[config.mk]
export PLATFORM = sky130hd
export DESIGN_NAME = base64_decoder_with_validation
export DESIGN_NICKNAME = d
export VERILOG_FILES = /design/src/rtl/b64d_pkg.sv /design/src/rtl/b64d_core.sv /design/src/rtl/b64d_obuf.sv /design/src/rtl/base64_decoder_with_validation.sv
export SDC_FILE = /design/constraint.sdc
export NUM_CORES = 1
export LEC_CHECK = 0
export BUFFER_PORTS_ARGS = -buffer_cell sky130_fd_sc_hd__buf_2
export CAP_MARGIN = 20
export CELL_PAD_IN_SITES_DETAIL_PLACEMENT = 1
export CELL_PAD_IN_SITES_GLOBAL_PLACEMENT = 1
export CORE_AREA = 2 2 99 101
export CTS_CLUSTER_DIAMETER = 60
export DETAILED_ROUTE_END_ITERATION = 6
export DIE_AREA = 0 0 101 103
export GPL_TIMING_DRIVEN = 1
export HOLD_SLACK_MARGIN = 0.08
export PLACE_DENSITY_LB_ADDON = 0.08
export SKIP_CTS_REPAIR_TIMING = 1
export SYNTH_ARGS = -nofsm -noshare
export SYNTH_HDL_FRONTEND = slang
export SYNTH_HIERARCHICAL = 1
export SYNTH_SLANG_ARGS = --single-unit
[constraint.sdc]
create_clock -name clk -period 7 [get_ports clk]
set_input_delay 1.4 -clock clk [delete_from_list [all_inputs] [get_ports clk]]
set_output_delay 1.4 -clock clk [all_outputs]
set_load 0.01 [all_outputs]
[src/rtl/b64d_pkg.sv]
// Shared types, status codes and the character classifier for the base64 decoder.
// No dependencies; every other file in rtl imports this package.
package b64d_pkg;

	// final status codes, reported with the last result of a string
	typedef enum logic [2:0] {
		ST_OK        = 3'd0,
		ST_BAD_CHAR  = 3'd1,
		ST_AFTER_PAD = 3'd2,
		ST_MANY_PADS = 3'd3,
		ST_BAD_LEN   = 3'd4
	} status_t;

	// one encoded character
	typedef struct packed {
		logic [7:0] ch;
		logic       last;
	} in_item_t;

	// one result
	typedef struct packed {
		logic [7:0] data_byte;
		logic       byte_valid;
		logic       done_res;
		status_t    status;
	} out_item_t;

	// all results made by one character, res[0] goes out first
	typedef struct packed {
		logic [1:0]            cnt;
		out_item_t [2:0]       res;
	} b64d_bundle_t;

	// class of one character
	typedef struct packed {
		logic       is_pad;
		logic       is_bad;
		logic [5:0] val;
	} sym_t;

	localparam logic [7:0] CH_PAD = 8'h3D;

	// alphabet lookup, standard or url-safe
	function automatic sym_t b64d_classify(input logic [7:0] c, input logic safe);
		sym_t s;
		s = '{is_pad: 1'b0, is_bad: 1'b0, val: 6'd0};
		if (c inside {["A":"Z"]}) begin
			s.val = 6'(c - 8'h41);
		end else if (c inside {["a":"z"]}) begin
			s.val = 6'(c - 8'h61 + 8'd26);
		end else if (c inside {["0":"9"]}) begin
			s.val = 6'(c - 8'h30 + 8'd52);
		end else if (c == CH_PAD) begin
			s.is_pad = 1'b1;
		end else if (safe && c == 8'h2D) begin
			s.val = 6'd62;
		end else if (safe && c == 8'h5F) begin
			s.val = 6'd63;
		end else if (!safe && c == 8'h2B) begin
			s.val = 6'd62;
		end else if (!safe && c == 8'h2F) begin
			s.val = 6'd63;
		end else begin
			s.is_bad = 1'b1;
		end
		return s;
	endfunction

endpackage

[src/rtl/b64d_core.sv]
// Decode state and per-character logic: turns one character into 0 to 3 results.
// Depends on b64d_pkg.
module b64d_core
	import b64d_pkg::*;
(
	input  logic         clk,
	input  logic         arst_n,
	input  logic         url_safe,
	input  in_item_t     item,
	input  logic         fire,
	output b64d_bundle_t bundle
);

	logic [17:0] group_q;
	logic [1:0]  pos_q;
	logic [1:0]  pad_q;
	status_t     err_q;

	logic [17:0] group_d;
	logic [1:0]  pos_d;
	logic [1:0]  pad_d;
	status_t     err_d;

	// decode one character
	always_comb begin
		sym_t        s;
		logic [1:0]  n;
		logic [23:0] w;
		logic [2:0]  fill;
		status_t     st;
		s       = b64d_classify(item.ch, url_safe);
		n       = 2'd0;
		w       = {group_q, s.val};
		fill    = 3'(pos_q) + 3'(pad_q);
		st      = ST_OK;
		group_d = group_q;
		pos_d   = pos_q;
		pad_d   = pad_q;
		err_d   = err_q;
		bundle  = '0;
		// scan while no error is held
		if (err_q == ST_OK) begin
			if (s.is_bad) begin
				err_d = ST_BAD_CHAR;
			end else if (s.is_pad) begin
				if (pad_q == 2'd0) begin
					if (pos_q == 2'd2) begin
						bundle.res[0] = '{group_q[11:4], 1'b1, 1'b0, ST_OK};
						n = 2'd1;
					end else if (pos_q == 2'd3) begin
						bundle.res[0] = '{group_q[17:10], 1'b1, 1'b0, ST_OK};
						bundle.res[1] = '{group_q[9:2], 1'b1, 1'b0, ST_OK};
						n = 2'd2;
					end
				end
				if (pad_q != 2'd3) begin
					pad_d = pad_q + 2'd1;
				end
			end else if (pad_q != 2'd0) begin
				err_d = ST_AFTER_PAD;
			end else if (pos_q == 2'd3) begin
				bundle.res[0] = '{w[23:16], 1'b1, 1'b0, ST_OK};
				bundle.res[1] = '{w[15:8], 1'b1, 1'b0, ST_OK};
				bundle.res[2] = '{w[7:0], 1'b1, 1'b0, ST_OK};
				n = 2'd3;
				group_d = '0;
				pos_d = 2'd0;
			end else begin
				group_d = {group_q[11:0], s.val};
				pos_d = pos_q + 2'd1;
			end
		end
		// end of string: flush an unpadded group and attach the status
		if (item.last) begin
			if (err_d == ST_OK && pad_d == 2'd0) begin
				if (pos_d == 2'd2) begin
					bundle.res[0] = '{group_d[11:4], 1'b1, 1'b0, ST_OK};
					n = 2'd1;
				end else if (pos_d == 2'd3) begin
					bundle.res[0] = '{group_d[17:10], 1'b1, 1'b0, ST_OK};
					bundle.res[1] = '{group_d[9:2], 1'b1, 1'b0, ST_OK};
					n = 2'd2;
				end
			end
			fill = 3'(pos_d) + 3'(pad_d);
			if (err_d != ST_OK) begin
				st = err_d;
			end else if (pad_d == 2'd3) begin
				st = ST_MANY_PADS;
			end else if (pad_d != 2'd0) begin
				if (pos_d < 2'd2 || (!url_safe && fill != 3'd4)) begin
					st = ST_BAD_LEN;
				end
			end else if (pos_d == 2'd1 || (!url_safe && pos_d != 2'd0)) begin
				st = ST_BAD_LEN;
			end
			if (n == 2'd0) begin
				n = 2'd1;
			end
			bundle.res[n - 2'd1].done_res = 1'b1;
			bundle.res[n - 2'd1].status   = st;
			group_d = '0;
			pos_d   = 2'd0;
			pad_d   = 2'd0;
			err_d   = ST_OK;
		end
		bundle.cnt = n;
	end

	// group payload
	always_ff @(posedge clk) begin
		if (fire) begin
			group_q <= group_d;
		end
	end

	// control state
	always_ff @(posedge clk or negedge arst_n) begin
		if (!arst_n) begin
			pos_q <= 2'd0;
			pad_q <= 2'd0;
			err_q <= ST_OK;
		end else if (fire) begin
			pos_q <= pos_d;
			pad_q <= pad_d;
			err_q <= err_d;
		end
	end

endmodule

[src/rtl/b64d_obuf.sv]
// Result register: holds one character's results and sends them one per cycle while not stalled.
// Depends on b64d_pkg.
module b64d_obuf
	import b64d_pkg::*;
(
	input  logic         clk,
	input  logic         arst_n,
	input  logic         load,
	input  b64d_bundle_t bundle,
	output logic         free,
	output logic         out_valid,
	input  logic         out_stall,
	output out_item_t    out_item
);

	out_item_t [2:0] res_q;
	logic [1:0]      rem_q;
	logic            pop;

	assign out_valid = (rem_q != 2'd0);
	assign out_item  = res_q[0];
	assign pop       = out_valid && !out_stall;
	// free for a new bundle when empty or its final item leaves now
	assign free      = (rem_q == 2'd0) || (rem_q == 2'd1 && pop);

	// result payload, shifted toward slot 0
	always_ff @(posedge clk) begin
		if (load) begin
			res_q <= bundle.res;
		end else if (pop) begin
			res_q[0] <= res_q[1];
			res_q[1] <= res_q[2];
		end
	end

	// remaining item count
	always_ff @(posedge clk or negedge arst_n) begin
		if (!arst_n) begin
			rem_q <= 2'd0;
		end else if (load) begin
			rem_q <= bundle.cnt;
		end else if (pop) begin
			rem_q <= rem_q - 2'd1;
		end
	end

endmodule

[src/rtl/base64_decoder_with_validation.sv]
// Streaming base64 decoder with validation, standard or url-safe alphabet.
// One character is taken per cycle while in_stall is low; it is registered, then
// decoded, and its results (0 to 3) land in a result register once that register
// is free. Results leave one per cycle while out_stall is low, so a character that
// completes a group (three bytes) holds the input until its last byte leaves. The
// result register sets this limit. The status is valid only on the item with
// done_res set, and bytes of a string whose status is not zero must be discarded.
// Depends on b64d_pkg.
module base64_decoder_with_validation
	import b64d_pkg::*;
(
	input  logic      clk,
	input  logic      arst_n,
	input  logic      cfg_we,
	input  logic      cfg_wdata,
	input  logic      in_valid,
	output logic      in_stall,
	input  in_item_t  in_item,
	output logic      out_valid,
	input  logic      out_stall,
	output out_item_t out_item
);

	logic         url_safe_q;
	logic         valid_s1;
	in_item_t     item_s1;
	logic         free;
	logic         adv_s1;
	b64d_bundle_t bundle;

	// mode register
	always_ff @(posedge clk or negedge arst_n) begin
		if (!arst_n) begin
			url_safe_q <= 1'b0;
		end else if (cfg_we) begin
			url_safe_q <= cfg_wdata;
		end
	end

	// input stage
	assign adv_s1   = valid_s1 && free;
	assign in_stall = valid_s1 && !free;

	always_ff @(posedge clk or negedge arst_n) begin
		if (!arst_n) begin
			valid_s1 <= 1'b0;
		end else if (!in_stall) begin
			valid_s1 <= in_valid;
		end
	end

	always_ff @(posedge clk) begin
		if (in_valid && !in_stall) begin
			item_s1 <= in_item;
		end
	end

	b64d_core u_core (
		.clk      (clk),
		.arst_n   (arst_n),
		.url_safe (url_safe_q),
		.item     (item_s1),
		.fire     (adv_s1),
		.bundle   (bundle)
	);

	b64d_obuf u_obuf (
		.clk       (clk),
		.arst_n    (arst_n),
		.load      (adv_s1),
		.bundle    (bundle),
		.free      (free),
		.out_valid (out_valid),
		.out_stall (out_stall),
		.out_item  (out_item)
	);

	// an item without a byte only ever closes a string
	a_empty_is_done: assert property (@(posedge clk) disable iff (!arst_n)
		out_valid && !out_item.byte_valid |-> out_item.done_res)
		else $error("result without byte that is not final");

	// status is zero except on the final item
	a_status_on_done: assert property (@(posedge clk) disable iff (!arst_n)
		out_valid && !out_item.done_res |-> out_item.status == ST_OK)
		else $error("status set on a non-final item");

	// a character moving on always makes a result when it is last
	a_last_has_result: assert property (@(posedge clk) disable iff (!arst_n)
		adv_s1 && item_s1.last |-> bundle.cnt != 2'd0)
		else $error("last character made no result");

	// input is held back only while the input stage is full
	a_stall_cause: assert property (@(posedge clk) disable iff (!arst_n)
		in_stall |-> valid_s1 && out_valid)
		else $error("input stalled with nothing pending");

endmodule
; ---- Yosys cells after proc, flatten, opt, wreduce, memory -nomap -nowiden
; Cells that the tools add are included.
; Widths: inputs -> output; s select.
[totals]
ff_bits = 77
latchBits = 0
ram_bits = 0
rom_bits = 0
inputBits = 15
out_inout_bits = 15
wordCells = 179
mem_count = 0
[op_classes]
add_sub_neg = 10
multipliers = 0
div = 0
n_lt_le_gt_ge = 9
eq_ne = 17
n_shift = 0
mux = 84
n_bitwise = 0
n_reduce_logical = 37
[ops]
columns = op, n
row1 = $mux 26, 8
row2 = $mux 39, 5
row3 = $mux 18, 5
row4 = $bwmux 39, 2
row5 = $mux 13, 5
row6 = $mux 2, 31
row7 = $demux 13 s2, 2
row8 = $mux 6, 7
row9 = $mux 3, 12
row10 = $eq 8x6->1 const B, 4
row11 = $ge 8x7->1 const B, 2
row12 = $le 8x7->1 const B, 2
row13 = $logic_and 1x1->1, 16
row14 = $reduce_bool 2->1, 6
row15 = $sub 6x6->6 const B, 2
row16 = $eq 2x2->1 const B, 5
row17 = $eq 8x7->1 const B, 1
row18 = $ge 8x6->1 const B, 1
row19 = $le 8x6->1 const B, 1
row20 = $logic_not 2->1, 4
row21 = $ne 2x2->1 const B, 4
row22 = $mux 7, 1
row23 = $add 6x5->6 const B, 1
row24 = $add 6x6->6 const B, 1
row25 = other kinds (16), 29

; ---- Depth between registers and ports, before layout
[depth]
ltp_word = 30
ltp_mapped = 20
ltp_nobuf = 18

; ---- Cells and area by module
; The synthesis kept the hierarchy.
[by_module_without_submodules]
columns = module, instances, cells_each, area_per_inst_um2, seq_area_each_um2
row1 = b64d_core, 1, 337, 2617.5, 715.7
row2 = b64d_obuf, 1, 99, 1726.7, 1221.2
row3 = base64_decoder_with_validation, 1, 17, 371.6, 320.3

; ---- Worst setup path before layout
; No wires, ideal clock.
[synth_path]
path_kind = flip-flop to flip-flop
start = reg item_s1[3] (netlist bit)
end = reg u_obuf.res_q, in the netlist u_obuf/out_item[2] (data pin)
setup_time_ns = 0.260
t_arrival_ns = 4.392
required_ns = 6.740
path_slack_ns = 2.348
path_stages_with_launch = 21
path_buffers = 2
period_less_slack_ns = 4.652
path_cell_list = edfxtp_1 inv_1 ha_1 buf_2 nor2b_1 a2bb2oi_1 a221o_1 or4b_2 buf_2 a21oi_1 a21oi_1 inv_1 ha_1 fa_1 nor3b_1 o21ai_0 a31o_2 or3_1 o22ai_1 nor2_1 mux2_2
[synth_rtl]
columns = item, line_no
row1 = "start, declared", base64_decoder_with_validation.sv:26  ; in_item_t item_s1;
row2 = "start signal, assigned", base64_decoder_with_validation.sv:54  ; item_s1 <= in_item;
row3 = "end signal, assigned", b64d_obuf.sv:29  ; res_q <= bundle.res;
row4 = "end, declared", b64d_obuf.sv:16  ; out_item_t [2:0] res_q;

==> impl_metrics.yaml <==
synthesis:
  syn_area_um2: 4720
  synthXorXnorAreaFrac_pct: 0.557
  synth_area_per_cell_um2: 10.4
  synth_top_family_by_area: "compound AO/OA/AOI/OAI gates"
  synth_edf_count: 66
  synth_area_leader_cell: "edfxtp_1"
  ys_async_sr_fraction_pct: 14.3
  synth_ff_type: "edfxtp_1"
  ys.warnings.count: 6
  netlist.area_leader.share_pct: 42.0
  syn_inst: 453
  synth-compound-area-share_pct: 17.0
  yosysUniqueCellTypes: 69
  yosys-top-cells-area: "edfxtp_1 42%, mux2_2 6.2%, dfrtp_1 5.8%"
  synth_seq_cells: 77
  synthAdderAreaFrac_pct: 4.14
  synth_mux_area_share_pct: 7.38
  synth_sequential_area_ratio_pct: 47.9
  synthSimpleGateAreaFrac_pct: 16.5
die:
  dieHeight_um: 103
  row_count: 36
  initial_core_util_pct: 49.9
  io-pin-count: 30
  die_area_um2: 10400
  core_um2: 9460
  die_w_um: 101
power:
  leakagePower_nw: 1.95
  vdd_ir_drop_max_uv: 250
  p_sw_w: 0.000767
  switching_share_pct: 38.2
  cellPowerDensity_nw_per_um2: 398
  p_seq_share_pct: 44.8
  comb_power_share_pct: 35.3
  p_int_w: 0.00124
  clkPwrFrac_pct: 19.9
setup_path:
  crit_chain: "inv_1, ha_1, a21o_1, a41o_1, nor2_1, nor4b_4, nor3_2, a21oi_1, inv_1, ha_1, fa_1, nor3b_1, o21ai_0, a31o_2, or3_1, o22ai_1, nor2b_1, mux2_2"
  crit_end: "u_obuf/res_q[15]$_DFFE_PP_"
  reg2reg_depth: 18
  worstPathArrival_ps: 5800
  worstSetupPathType: "reg2reg"
  cpPeakStageDelay_ps: 660
  cp_slowest_cell: "nor2_1"
  ff2ff_setup_slack_ps: 1320
  cp-end-kind: "register"
  startpoint_type: "register"
  r2r_start: "item_s1[3]$_DFFE_PP_"
  worstPathRequired_ps: 7120
  reg2reg_to: "u_obuf/res_q[15]$_DFFE_PP_"
  critPathMaxFanout: 13
  cp-startpoint: "item_s1[3]$_DFFE_PP_"
global_routing:
  grt_pass1_vias: 3566
  antenna_found_initial: 0
  grt_remaining_overflow: 0
  grt_first_pass_wirelength_um: 18900
  grt_max_degree: 39
  grt_use_total_pct: 23.9
timing:
  slew_headroom_pct: 42.6
  fin_worst_skew_ps: 11.6
  worstMarginPinSlew_ps: 858
  finalMaxSlewViolations: 0
  tns_ps: 0
  period_share_pct: 81.2
  min_period_ps: 5680
  hold_slack_ps: 546
  fmax_mhz: 176
  setup_viol: 0
  final_hold_viol_count: 0
  grt_setup_unrepaired: "false"
clock_tree:
  clock_latency_ps: 360
  cts.sinks: 77
  cts_buffers: 9
  clockRootBuffer: "clkbuf_8"
  cts_buffer_depth: 2
  tritoncts: "yes"
  clk_pin_slew_ps: 90
  h-tree-depth: 3
final_layout:
  final_net_count: 489
  fill_cells: 1063
  antennaDiodeCount: 0
  drive_above_1_share_pct: 20.5
  syn_to_final_growth_pct: 6.87
drt:
  vias_per_cell: 6.21
  vias: 3590
  antenna_left: 0
  firstDrtPassIters: 4
  wl_um: 11800
  wl_per_cell_um: 20.5
  drc: 0
  drt_iter0_markers: 167
min_path:
  hp-class: "reg2reg"
  hold_path_depth: 1
place:
  dp_hpwl_um: 8490
  place_congestion: 0.880
  io_buffers: 29
job:
  cap_violations: 0
status:
  outcome: "finished clean"
power groups by stage:
stage | Clock, W | Sequential [W] | Combinational, W
after floorplan | 0 | 0.000847 | 0.000588
after global placement | 0 | 0.000897 | 0.000682
after detailed placement | 0 | 0.000909 | 0.000710
after CTS | 0.000408 | 0.000899 | 0.000715
after global routing | 0.000423 | 0.000924 | 0.000787
final | 0.000400 | 0.000900 | 0.000708
area by class of cell:
type                    count  area (um^2)  share of cell area, %
inverters                  23         86.3                   1.71
repair buffers             31          160                   3.18
well taps                 114          143                   2.83
multi-input cells         317         2160                   42.9
flip-flops and latches     77         2260                   44.8
clock inverters             7          106                   2.11
clock buffers               9          124                   2.46
flip-flops by register name, indices dropped and copies added (netlist names):
name / cells
item_s1: 9
u_core/err_q: 3
u_core/group_q: 18
u_core/pad_q: 2
u_core/pos_q: 2
u_obuf/out_item: 13
u_obuf/rem_q: 2
u_obuf/res_q: 26
url_safe_q: 1
valid_s1: 1
critical path, delay by kind of cell, from the launching register on:
kind | cells | cell delay [ps]
buffers and inverters | 2 | 240
muxes | 1 | 280
and+or+nand+nor | 6 | 2080
AOI/OAI and AO/OA | 6 | 1390
adders and majority gates | 3 | 900
DFF | 1 | 550
per-layer routing:
metal	part of all wire, %	global-route usage [%]
met3	4.2	4.20
met2	51	41.1
met5	0	0
met4	2.0	8.11
met1	43	30.7
cell usage after synthesis, types with 11 or more instances:
master / number
a21oi_1: 39
clkbuf_1: 13
inv_1: 21
nor2_1: 33
edfxtp_1: 66
ha_1: 14
dfrtp_1: 11
o21ai_0: 12
mux2_2: 26
nand3_1: 16
buf_4: 17
nand2_1: 38
per-stage QoR:
stage | instance area [um^2] | worst slack (ps) | total power (W) | util [%] | instances
floorplan | 4730 | 2350 | 0.00144 | - | 456
global placement | 4810 | 1610 | 0.00158 | 50.8 | 562
detailed placement | 4810 | 1360 | 0.00162 | 50.8 | 562
CTS | 5040 | 1330 | 0.00202 | 53.3 | 578
global route | 5040 | 891 | 0.00214 | 53.3 | 578
finish | 5040 | 1320 | 0.00201 | 53.3 | 578
cell families after synthesis:
| group | Yosys count |
|---|---|
| and+or+nand+nor | 149 |
| AOI/OAI and AO/OA | 115 |
| DFF | 77 |
| buffers and inverters | 62 |
| muxes | 31 |
| adders and majority gates | 15 |
| xor gates and xnor gates | 3 |
| other | 1 |
worst min-delay path by stage:
stage                                          to                  startpoint
finish              u_obuf/out_item[11]$_DFFE_PP_  u_obuf/res_q[24]$_DFFE_PP_
global route        u_obuf/out_item[11]$_DFFE_PP_  u_obuf/res_q[24]$_DFFE_PP_
CTS                 u_obuf/out_item[11]$_DFFE_PP_  u_obuf/res_q[24]$_DFFE_PP_
detailed placement     u_obuf/res_q[25]$_DFFE_PP_  u_obuf/res_q[38]$_DFFE_PP_
global placement       u_obuf/res_q[14]$_DFFE_PP_  u_obuf/res_q[27]$_DFFE_PP_
floorplan                    valid_s1$_DFFE_PN0N_        valid_s1$_DFFE_PN0N_
cell usage in the layout (no fill, tap or decap), types with 3 or more instances in the layout:
| cell | count |
|---|---|
| mux2i_1 | 4 |
| or3_1 | 4 |
| a221oi_1 | 3 |
| a22o_1 | 3 |
| nor3_1 | 9 |
| inv_1 | 21 |
| conb_1 | 4 |
| clkbuf_8 | 9 |
| nand3_1 | 16 |
| nand2_1 | 38 |
| nor4_1 | 5 |
| nand2b_1 | 6 |
| nor2_1 | 33 |
| a31o_2 | 4 |
| or2_2 | 3 |
| and3_1 | 7 |
| ha_1 | 14 |
| o22ai_1 | 7 |
| o21ai_0 | 12 |
| or4_1 | 3 |
| a211oi_1 | 4 |
| a21oi_1 | 39 |
| dfrtp_1 | 11 |
| a21o_1 | 3 |
| nor2b_1 | 5 |
| and2_1 | 4 |
| buf_2 | 29 |
| o211ai_1 | 4 |
| o2bb2ai_1 | 5 |
| edfxtp_1 | 66 |
| mux2_2 | 26 |
| a22oi_1 | 6 |
Note: power is estimated with default switching activity, not from simulation.
